## src/rtl/nsp_pkg.sv

```systemverilog
// ----------------------------------------------------------------------------
// nsp_pkg
// Shared types, character codes and ID decode helpers for the NMEA parser.
// ----------------------------------------------------------------------------
`default_nettype none

package nsp_pkg;

   // character codes
   localparam logic [7:0] CHAR_DOLLAR = 8'h24;
   localparam logic [7:0] CHAR_BANG   = 8'h21;
   localparam logic [7:0] CHAR_COMMA  = 8'h2C;
   localparam logic [7:0] CHAR_STAR   = 8'h2A;
   localparam logic [7:0] CHAR_LF     = 8'h0A;
   localparam logic [7:0] CHAR_CR     = 8'h0D;
   localparam logic [7:0] CHAR_P      = 8'h50;

   // result kinds
   localparam logic KIND_CHAR    = 1'b0;
   localparam logic KIND_SUMMARY = 1'b1;

   // summary status codes
   localparam logic [1:0] STATUS_PARSED      = 2'd0;
   localparam logic [1:0] STATUS_PROPRIETARY = 2'd1;
   localparam logic [1:0] STATUS_FORMAT_ERR  = 2'd2;

   // talker codes
   localparam logic [2:0] TALKER_UNKNOWN = 3'd0;
   localparam logic [2:0] TALKER_GPS     = 3'd1;
   localparam logic [2:0] TALKER_GALILEO = 3'd2;
   localparam logic [2:0] TALKER_BEIDOU  = 3'd3;
   localparam logic [2:0] TALKER_GLONASS = 3'd4;
   localparam logic [2:0] TALKER_GNSS    = 3'd5;
   localparam logic [2:0] TALKER_QZSS    = 3'd6;

   // sentence codes
   localparam logic [2:0] SENT_UNKNOWN = 3'd0;
   localparam logic [2:0] SENT_GGA     = 3'd1;
   localparam logic [2:0] SENT_GLL     = 3'd2;
   localparam logic [2:0] SENT_GSA     = 3'd3;
   localparam logic [2:0] SENT_GSV     = 3'd4;
   localparam logic [2:0] SENT_RMC     = 3'd5;
   localparam logic [2:0] SENT_VTG     = 3'd6;

   // register map
   localparam logic REG_MAX_LENGTH = 1'b0;
   localparam logic [7:0] MAX_LENGTH_RESET = 8'd82;

   localparam int unsigned CNT_W = 7;
   localparam logic [CNT_W-1:0] CNT_MAX = {CNT_W{1'b1}};

   typedef logic [CNT_W-1:0] count_type;
   typedef logic [39:0] id_type;

   // id byte k sits at bits 8k+7:8k; talker in bytes 0..1
   function automatic logic [2:0] decode_talker(input id_type id);
      logic [15:0] t;
      t = {id[15:8], id[7:0]};
      case (t)
         {8'h50, 8'h47}: decode_talker = TALKER_GPS;      // GP
         {8'h41, 8'h47}: decode_talker = TALKER_GALILEO;  // GA
         {8'h42, 8'h47}: decode_talker = TALKER_BEIDOU;   // GB
         {8'h44, 8'h42}: decode_talker = TALKER_BEIDOU;   // BD
         {8'h4C, 8'h47}: decode_talker = TALKER_GLONASS;  // GL
         {8'h4E, 8'h47}: decode_talker = TALKER_GNSS;     // GN
         {8'h51, 8'h47}: decode_talker = TALKER_QZSS;     // GQ
         default:        decode_talker = TALKER_UNKNOWN;
      endcase
   endfunction

   // sentence id in bytes 2..4
   function automatic logic [2:0] decode_sentence(input id_type id);
      logic [23:0] s;
      s = {id[23:16], id[31:24], id[39:32]};
      case (s)
         {8'h47, 8'h47, 8'h41}: decode_sentence = SENT_GGA;
         {8'h47, 8'h4C, 8'h4C}: decode_sentence = SENT_GLL;
         {8'h47, 8'h53, 8'h41}: decode_sentence = SENT_GSA;
         {8'h47, 8'h53, 8'h56}: decode_sentence = SENT_GSV;
         {8'h52, 8'h4D, 8'h43}: decode_sentence = SENT_RMC;
         {8'h56, 8'h54, 8'h47}: decode_sentence = SENT_VTG;
         default:               decode_sentence = SENT_UNKNOWN;
      endcase
   endfunction

   // bit 4 set for a non-hex character
   function automatic logic [4:0] hex_value(input logic [7:0] c);
      if (c >= 8'h30 && c <= 8'h39) begin
         hex_value = {1'b0, c[3:0]};
      end else if ((c >= 8'h41 && c <= 8'h46) || (c >= 8'h61 && c <= 8'h66)) begin
         hex_value = {1'b0, c[3:0] + 4'd9};
      end else begin
         hex_value = 5'h10;
      end
   endfunction

   function automatic count_type sat_inc(input count_type v);
      sat_inc = (v == CNT_MAX) ? v : v + count_type'(1);
   endfunction

endpackage

`default_nettype wire

```

## src/rtl/nmea_sentence_parser.sv

```systemverilog
// ----------------------------------------------------------------------------
// nmea_sentence_parser
// Byte-serial NMEA 0183 parser: field characters and a per-sentence summary.
// ----------------------------------------------------------------------------
//  channel   direction  handshake            payload
//  req       in         req_valid/req_stall  req_data_byte
//  rsp       out        rsp_valid/rsp_stall  kind .. status (one beat per result)
//  csr       in/out     apb, pready tied 1   max_length at byte address 0
//
//  one byte per cycle unless stalled: each beat is decoded by a single layer of
//  logic from the sentence state and lands in the result register on the same edge
//  a byte yields at most one result beat; the result register is the only stage
//  reset is synchronous and clears sentence state and the result valid
//  req_stall is high only while a result sits in the register and rsp_stall is
//  high; a taken result frees the register for the next byte in the same cycle
`default_nettype none

module nmea_sentence_parser (
   input  wire logic                  clock,
   input  wire logic                  reset,
   // byte input
   input  wire logic                  req_valid,
   output logic                       req_stall,
   input  wire logic [7:0]            req_data_byte,
   // result output
   output logic                       rsp_valid,
   input  wire logic                  rsp_stall,
   output logic                       rsp_kind,
   output logic [6:0]                 rsp_field_index,
   output logic [6:0]                 rsp_char_position,
   output logic [7:0]                 rsp_char_value,
   output logic [2:0]                 rsp_talker_code,
   output logic [2:0]                 rsp_sentence_code,
   output logic [6:0]                 rsp_field_count,
   output logic                       rsp_checksum_present,
   output logic                       rsp_sentence_valid,
   output logic [1:0]                 rsp_status,
   // configuration
   input  wire logic                  csr_psel,
   input  wire logic                  csr_penable,
   input  wire logic                  csr_pwrite,
   input  wire logic [2:0]            csr_paddr,
   input  wire logic [31:0]           csr_pwdata,
   output logic [31:0]                csr_prdata,
   output logic                       csr_pready
);
   import nsp_pkg::*;

   // configuration register
   logic [7:0] max_length_ff, max_length_in;

   // sentence state
   logic        in_sentence_ff, in_sentence_in;
   logic [7:0]  byte_pos_ff, byte_pos_in;
   id_type      id_chars_ff, id_chars_in;
   logic [7:0]  xor_acc_ff, xor_acc_in;
   logic        star_seen_ff, star_seen_in;
   logic        error_ff, error_in;
   logic        prop_ff, prop_in;
   count_type   field_cnt_ff, field_cnt_in;
   count_type   char_cnt_ff, char_cnt_in;
   logic        pend_valid_ff, pend_valid_in;
   logic [7:0]  pend_byte_ff, pend_byte_in;
   logic [7:0]  rx_csum_ff, rx_csum_in;
   count_type   digit_cnt_ff, digit_cnt_in;

   // result register
   logic        rsp_valid_ff, rsp_valid_in;
   logic        kind_ff, kind_in;
   count_type   fidx_ff, fidx_in;
   count_type   cpos_ff, cpos_in;
   logic [7:0]  cval_ff, cval_in;
   logic [2:0]  talker_ff, talker_in;
   logic [2:0]  sent_ff, sent_in;
   count_type   fcount_ff, fcount_in;
   logic        csum_pres_ff, csum_pres_in;
   logic        sent_valid_ff, sent_valid_in;
   logic [1:0]  status_ff, status_in;

   logic       accept;
   logic       emit;
   logic [7:0] b;
   logic [4:0] hex;
   logic       cfg_write;

   assign req_stall = rsp_valid_ff & rsp_stall;
   assign accept    = req_valid & ~req_stall;
   assign b         = req_data_byte;
   assign hex       = hex_value(pend_byte_ff);

   // ---------------------------------------------------------------- csr port
   assign csr_pready = 1'b1;
   assign cfg_write  = csr_psel & csr_penable & csr_pwrite & (csr_paddr[2] == REG_MAX_LENGTH);
   assign csr_prdata = (csr_paddr[2] == REG_MAX_LENGTH) ? {24'd0, max_length_ff} : 32'd0;
   assign max_length_in = cfg_write ? csr_pwdata[7:0] : max_length_ff;

   // ---------------------------------------------------------------- per-byte logic
   always_comb begin
      in_sentence_in = in_sentence_ff;
      byte_pos_in    = byte_pos_ff;
      id_chars_in    = id_chars_ff;
      xor_acc_in     = xor_acc_ff;
      star_seen_in   = star_seen_ff;
      error_in       = error_ff;
      prop_in        = prop_ff;
      field_cnt_in   = field_cnt_ff;
      char_cnt_in    = char_cnt_ff;
      pend_valid_in  = pend_valid_ff;
      pend_byte_in   = pend_byte_ff;
      rx_csum_in     = rx_csum_ff;
      digit_cnt_in   = digit_cnt_ff;

      emit          = 1'b0;
      kind_in       = KIND_CHAR;
      fidx_in       = '0;
      cpos_in       = '0;
      cval_in       = '0;
      talker_in     = TALKER_UNKNOWN;
      sent_in       = SENT_UNKNOWN;
      fcount_in     = '0;
      csum_pres_in  = 1'b0;
      sent_valid_in = 1'b0;
      status_in     = STATUS_PARSED;

      if (accept) begin
         if (b == CHAR_DOLLAR || b == CHAR_BANG) begin
            // start marker: drop whatever was in progress
            in_sentence_in = 1'b1;
            byte_pos_in    = 8'd1;
            id_chars_in    = '0;
            xor_acc_in     = '0;
            star_seen_in   = 1'b0;
            error_in       = 1'b0;
            prop_in        = 1'b0;
            field_cnt_in   = '0;
            char_cnt_in    = '0;
            pend_valid_in  = 1'b0;
            pend_byte_in   = '0;
            rx_csum_in     = '0;
            digit_cnt_in   = '0;
         end else if (in_sentence_ff) begin
            if (byte_pos_ff != 8'hFF) begin
               byte_pos_in = byte_pos_ff + 8'd1;
            end
            if (b == CHAR_LF) begin
               // end of sentence: summary beat, then back to hunting
               emit    = 1'b1;
               kind_in = KIND_SUMMARY;
               if (prop_ff) begin
                  status_in = STATUS_PROPRIETARY;
               end else if (error_ff || !pend_valid_ff || pend_byte_ff != CHAR_CR ||
                            ({1'b0, byte_pos_ff} + 9'd1) > {1'b0, max_length_ff}) begin
                  status_in = STATUS_FORMAT_ERR;
               end else begin
                  talker_in     = decode_talker(id_chars_ff);
                  sent_in       = decode_sentence(id_chars_ff);
                  fcount_in     = sat_inc(field_cnt_ff);
                  csum_pres_in  = star_seen_ff;
                  sent_valid_in = !star_seen_ff ||
                                  (digit_cnt_ff == count_type'(2) && rx_csum_ff == xor_acc_ff);
               end
               in_sentence_in = 1'b0;
               byte_pos_in    = '0;
               id_chars_in    = '0;
               xor_acc_in     = '0;
               star_seen_in   = 1'b0;
               error_in       = 1'b0;
               prop_in        = 1'b0;
               field_cnt_in   = '0;
               char_cnt_in    = '0;
               pend_valid_in  = 1'b0;
               pend_byte_in   = '0;
               rx_csum_in     = '0;
               digit_cnt_in   = '0;
            end else if (byte_pos_ff <= 8'd5) begin
               // talker and sentence id
               case (byte_pos_ff[2:0])
                  3'd1:    id_chars_in[7:0]   = id_chars_ff[7:0]   | b;
                  3'd2:    id_chars_in[15:8]  = id_chars_ff[15:8]  | b;
                  3'd3:    id_chars_in[23:16] = id_chars_ff[23:16] | b;
                  3'd4:    id_chars_in[31:24] = id_chars_ff[31:24] | b;
                  3'd5:    id_chars_in[39:32] = id_chars_ff[39:32] | b;
                  default: id_chars_in        = id_chars_ff;
               endcase
               if (byte_pos_ff == 8'd1 && b == CHAR_P) begin
                  prop_in = 1'b1;
               end
               xor_acc_in = xor_acc_ff ^ b;
            end else if (byte_pos_ff == 8'd6) begin
               if (b != CHAR_COMMA) begin
                  error_in = 1'b1;
               end
               xor_acc_in = xor_acc_ff ^ b;
            end else begin
               // release the held character, one byte late
               if (pend_valid_ff) begin
                  if (!prop_ff) begin
                     emit    = 1'b1;
                     fidx_in = field_cnt_ff;
                     cpos_in = char_cnt_ff;
                     cval_in = pend_byte_ff;
                  end
                  if (star_seen_ff) begin
                     if (hex[4]) begin
                        error_in = 1'b1;
                     end else begin
                        rx_csum_in = {rx_csum_ff[3:0], hex[3:0]};
                     end
                     digit_cnt_in = sat_inc(digit_cnt_ff);
                  end
                  char_cnt_in   = sat_inc(char_cnt_ff);
                  pend_valid_in = 1'b0;
                  pend_byte_in  = '0;
               end
               if (b == CHAR_COMMA || b == CHAR_STAR) begin
                  if (star_seen_ff) begin
                     error_in = 1'b1;
                  end else if (b == CHAR_COMMA) begin
                     xor_acc_in = xor_acc_ff ^ b;
                  end
                  if (b == CHAR_STAR) begin
                     star_seen_in = 1'b1;
                  end
                  field_cnt_in = sat_inc(field_cnt_ff);
                  char_cnt_in  = '0;
               end else begin
                  pend_valid_in = 1'b1;
                  pend_byte_in  = b;
                  if (!star_seen_ff) begin
                     xor_acc_in = xor_acc_ff ^ b;
                  end
               end
            end
         end
      end

      // hold a stalled beat, drop a taken one, load a new one
      if (emit) begin
         rsp_valid_in = 1'b1;
      end else begin
         rsp_valid_in = rsp_valid_ff & rsp_stall;
      end
   end

   // ---------------------------------------------------------------- registers
   always_ff @(posedge clock) begin
      if (reset) begin
         max_length_ff  <= MAX_LENGTH_RESET;
         in_sentence_ff <= 1'b0;
         byte_pos_ff    <= '0;
         id_chars_ff    <= '0;
         xor_acc_ff     <= '0;
         star_seen_ff   <= 1'b0;
         error_ff       <= 1'b0;
         prop_ff        <= 1'b0;
         field_cnt_ff   <= '0;
         char_cnt_ff    <= '0;
         pend_valid_ff  <= 1'b0;
         pend_byte_ff   <= '0;
         rx_csum_ff     <= '0;
         digit_cnt_ff   <= '0;
         rsp_valid_ff   <= 1'b0;
      end else begin
         max_length_ff  <= max_length_in;
         in_sentence_ff <= in_sentence_in;
         byte_pos_ff    <= byte_pos_in;
         id_chars_ff    <= id_chars_in;
         xor_acc_ff     <= xor_acc_in;
         star_seen_ff   <= star_seen_in;
         error_ff       <= error_in;
         prop_ff        <= prop_in;
         field_cnt_ff   <= field_cnt_in;
         char_cnt_ff    <= char_cnt_in;
         pend_valid_ff  <= pend_valid_in;
         pend_byte_ff   <= pend_byte_in;
         rx_csum_ff     <= rx_csum_in;
         digit_cnt_ff   <= digit_cnt_in;
         rsp_valid_ff   <= rsp_valid_in;
      end
   end

   // result payload, loaded only with a new beat
   always_ff @(posedge clock) begin
      if (emit) begin
         kind_ff       <= kind_in;
         fidx_ff       <= fidx_in;
         cpos_ff       <= cpos_in;
         cval_ff       <= cval_in;
         talker_ff     <= talker_in;
         sent_ff       <= sent_in;
         fcount_ff     <= fcount_in;
         csum_pres_ff  <= csum_pres_in;
         sent_valid_ff <= sent_valid_in;
         status_ff     <= status_in;
      end
   end

   assign rsp_valid            = rsp_valid_ff;
   assign rsp_kind             = kind_ff;
   assign rsp_field_index      = fidx_ff;
   assign rsp_char_position    = cpos_ff;
   assign rsp_char_value       = cval_ff;
   assign rsp_talker_code      = talker_ff;
   assign rsp_sentence_code    = sent_ff;
   assign rsp_field_count      = fcount_ff;
   assign rsp_checksum_present = csum_pres_ff;
   assign rsp_sentence_valid   = sent_valid_ff;
   assign rsp_status           = status_ff;

endmodule

`default_nettype wire
```

## config.mk

```make
export PLATFORM = sky130hd
export DESIGN_NAME = nmea_sentence_parser
export DESIGN_NICKNAME = d
export VERILOG_FILES = /design/src/rtl/nsp_pkg.sv /design/src/rtl/nmea_sentence_parser.sv
export SDC_FILE = /design/constraint.sdc
export NUM_CORES = 1
export LEC_CHECK = 0
export ABC_AREA = 1
export BUFFER_PORTS_ARGS = -buffer_cell sky130_fd_sc_hd__buf_2
export CORE_MARGIN = 4
export CORE_UTILIZATION = 52
export CTS_CLUSTER_SIZE = 20
export DETAILED_ROUTE_END_ITERATION = 6
export PLACE_DENSITY = 0.76
export RECOVER_POWER = 25
export SLEW_MARGIN = 0
export SYNTH_ARGS = -nofsm -noshare
export SYNTH_HDL_FRONTEND = slang
export SYNTH_SLANG_ARGS = --single-unit
export TNS_END_PERCENT = 50
```

## constraint.sdc

```tcl
create_clock -name clock -period 2.8 [get_ports clock]
set_clock_uncertainty 0.2 [all_clocks]
set_input_delay 0.56 -clock clock [delete_from_list [all_inputs] [get_ports clock]]
set_output_delay 0.56 -clock clock [all_outputs]
set_load 0.1 [all_outputs]
```

==> impl_results.rst <==
.. list-table::
   :header-rows: 1

   * - Metric
     - Value
   * - PortBufs
     - 73
   * - Relative max-transition margin
     - 22.3%
   * - Cts bufs inserted
     - 17
   * - # rows
     - 44
   * - Minimum clock period after layout
     - 2560 ps
   * - Portion of synthesized cell area occupied by the leading cell type
     - 27.6%
   * - TritonCTS Sinks
     - 147
   * - Mapped Area
     - 7760 sq um
   * - Synth Area in Compound Gates
     - 8.97%
   * - Count of nets left with antenna violations after detail routing
     - 0
   * - Detailed-route via count
     - 7125
   * - Worst Max-Slew Pin Slew
     - roughly 1200 ps
   * - Maximum level of the CTS H-tree
     - 4
   * - Final global-route overflow total
     - 0
   * - Worst ir drop on vdd
     - 0.000435 V
   * - Clock Path Buffers
     - 2
   * - Clock root cell
     - clkbuf_16
   * - Layout Area Growth over Synthesis
     - 15.4%
   * - Outcome
     - completed
   * - Proportion of synthesized area in mux cells
     - 0%
   * - Detailed-route DRC error count
     - 0
   * - Fmax achieved
     - 391 MHz
   * - Post-DR wirelength/cell
     - 13.9 um
   * - Share of synthesized cell area in full adder, half adder and majority cells
     - 3.39%
   * - EDFF count, synth
     - 40
   * - Required time of the critical path
     - between 2000 and 3000 ps
   * - Leading cell types by count after synthesis
     - nand2_1, nor2_1, inv_1
   * - Die Height
     - 130 um
   * - Post-Route Setup TNS
     - 0 ps
   * - Clock latency on the worst-skew pair
     - 430 ps
   * - Share of the cycle needed by the critical path after routing
     - 91.4%
   * - Area enclosed by the die boundary
     - roughly 17000 sq um
   * - Total routing usage reported by global routing
     - approximately 23%
   * - Place WS
     - around 120 ps
   * - Global-route wire length before repair
     - roughly 30 mm
   * - Post-detailed-routing wire length
     - 18.6 mm
   * - Unique masters post-synth
     - 40
   * - Yosys warning total
     - 0
   * - Count of final setup violators
     - 0
   * - Number of max-cap violations
     - 0
   * - Clock tree from TritonCTS
     - yes
   * - Number of nets in the finished design
     - 1214
   * - Nature of the critical path startpoint
     - register
   * - Final number of max-transition violations
     - 0
   * - Dominant synthesized flop cell
     - dfxtp_1
   * - Routability Congestion
     - 0.918
   * - Drt initial violations
     - a little under 800
   * - Share of synthesized cell area in and, or, nand and nor gates
     - 30.5%
   * - Hold Buf Count CTS
     - 0
   * - Xor and xnor fraction of the mapped netlist area
     - around 2.5%
   * - Number of I/O pins
     - 125
   * - Arrival time of data at the critical path endpoint
     - between 2000 and 3000 ps
   * - Number of cells produced by synthesis
     - 1053
   * - Number of antenna violations at the first check in global routing
     - 0
   * - Number of detailed-routing iterations run before antenna repair
     - 6
   * - Leading cell types by total area after synthesis
     - dfxtp_1, edfxtp_1, nand2_1
   * - Syn_area_per_cell
     - 7.37 sq um
   * - Clock-pin slew of the registers on the worst-case setup and hold paths
     - 60 ps
   * - Yosys reg bits
     - 147
   * - Initial core utilization
     - between 50 and 60%
   * - Type of destination of the critical path
     - register
   * - Cell taking the most area after synthesis
     - dfxtp_1
   * - Number of global-route vias before repair
     - 6488
   * - Worst hold-check path type
     - primary input to register
   * - Most repeated cell in the gate-level netlist after synthesis
     - nand2_1
   * - Lkg Pwr
     - 3.56 nW
   * - Type of the worst setup path
     - register to register
   * - Largest net degree at the start of global routing
     - 44
   * - Worst setup slack after layout
     - 242 ps
   * - Combinational family with the most area after synthesis
     - simple AND/OR/NAND/NOR gates
   * - Setup repair after global routing missed its margin
     - no
   * - Core ar.
     - 14600 sq um
   * - Fraction of synthesis flops using an asynchronous set or reset pin
     - 0%
   * - Post-synthesis sequential area ratio
     - between 40% and 50%
   * - Number of hold violations in the final report
     - 0
   * - HPWL after detailed placement
     - 13.2 mm
   * - Power per cell area
     - between 500 and 600 nW/um^2
   * - Via count normalized by instance count
     - between 5 and 6
   * - Largest fanout on the critical path
     - 8
   * - Die span in x
     - 130 um
   * - Ant diodes
     - 0
   * - Share of final-layout standard cells stronger than drive strength 1
     - 10.9%
[final timing paths]
kind | start | endpoint | slack, ps | cells past startpoint
worst max register to register | byte_pos_ff[1] | rsp_checksum_present | 240 | 19
worst min-delay path | csr_pwdata[1] | max_length_ff[1] | 150 | 3
worst min register to register | id_chars_ff[15] | id_chars_ff[15] | 250 | 2
worst max-delay path | byte_pos_ff[1] | rsp_checksum_present | 240 | 19
[cells by family (layout without fill, tap and decap cells)]
group                    after synthesis  count (layout)
XOR/XNOR                              22              22
other                                  2              25
AND/OR/NAND/NOR                      528             528
AO/OA/AOI/OAI                        132             132
adder cells (fa/ha/maj)               21              21
buffers and inverters                201             281
flip-flops                           147             147
[registers in the layout, summed over array words and instances, names as in the netlist, 7 cells and up]
signal and cells:
pend_byte_ff 8, field_cnt_ff 7, rsp_char_position 7, rx_csum_ff 8
digit_cnt_ff 7, xor_acc_ff 8, rsp_field_index 7, byte_pos_ff 8
rsp_field_count 7, char_cnt_ff 7, rsp_char_value 8, id_chars_ff 40
max_length_ff 8
[critical path, stage by stage, from the launching register on]
cell     delay (ps)
dfxtp_2         360
ha_1            170
nand3_1         100
inv_1           120
nand2_1          60
nand2_1          80
inv_1            50
ha_1            280
nand2_1          90
nor2_1           90
nand2_1          60
nand3_1          80
nand2_1          50
nand2_1          50
nand2_1          50
nand2_1          50
nand2_1          60
nand3_1         100
buf_6           160
nor2_1           60
[where the power goes]
group / total (mW) / internal (mW) / leakage, nW / switching, mW
registers: 2.18 / 2.18 / 1.25 / 0.00274
logic: 0.343 / 0.0546 / 2.02 / 0.288
clock network: 2.38 / 1.48 / 0.286 / 0.898
total: 4.90 / 3.71 / 3.56 / 1.19
[per-layer routing]
| layer | up-vias | part of all wire (%) | GRT usage [%] |
|---|---|---|---|
| met5 | - | 0 | 0 |
| met4 | 0 | 2.3 | 8.44 |
| met3 | 40 | 6.8 | 4.13 |
| met2 | 264 | 49 | 37.7 |
| met1 | 3256 | 42 | 29.0 |
| li1 | 3565 | - | - |
[per-stage QoR]
| step | instances | area, sq um | power (mW) | hold slack, ps | util [%] |
|---|---|---|---|---|---|
| detailed placement | 1308 | 8390 | 2.57 | 242 | 57.5 |
| floorplan | 1076 | 7850 | 2.53 | 230 | - |
| finish | 1340 | 8950 | 4.90 | 153 | 61.4 |
| CTS | 1340 | 9010 | 4.92 | 140 | 61.7 |
| global route | 1340 | 8950 | 5.03 | 153 | 61.4 |
| global placement | 1308 | 8390 | 2.56 | 238 | 57.5 |
[final cells by class]
class / instances / area, sq um
tap: 184 / 230
sequential: 147 / 3340
clock buffer: 17 / 425
multi-input combinational: 728 / 3610
timing repair buffer: 108 / 627
inverter: 141 / 531
fill: 1284 / 5640
clock inverter: 15 / 189
[cell usage in the layout, fill, tap and decap left out, drive strengths merged, types with 2 or more instances in the layout]
cell	count
a21oi	93
buf	61
bufinv	4
clkbuf	64
clkinv	9
clkinvlp	5
conb	25
dfxtp	107
edfxtp	40
ha	21
inv	138
nand2	199
nand3	98
nand3b	3
nand4	34
nor2	159
nor3	27
nor4	6
o211ai	3
o21ai	30
o22ai	2
xnor2	9
xor2	13
[repair_timing]
action / in CTS / in global routing
hold endpoints to repair: 0 / 0
setup buffers: 0 / 0
resized for setup: 0 / 2
endpoints found under the setup margin: 0 / 15
No activity file was read; power rests on OpenSTA's default activity.
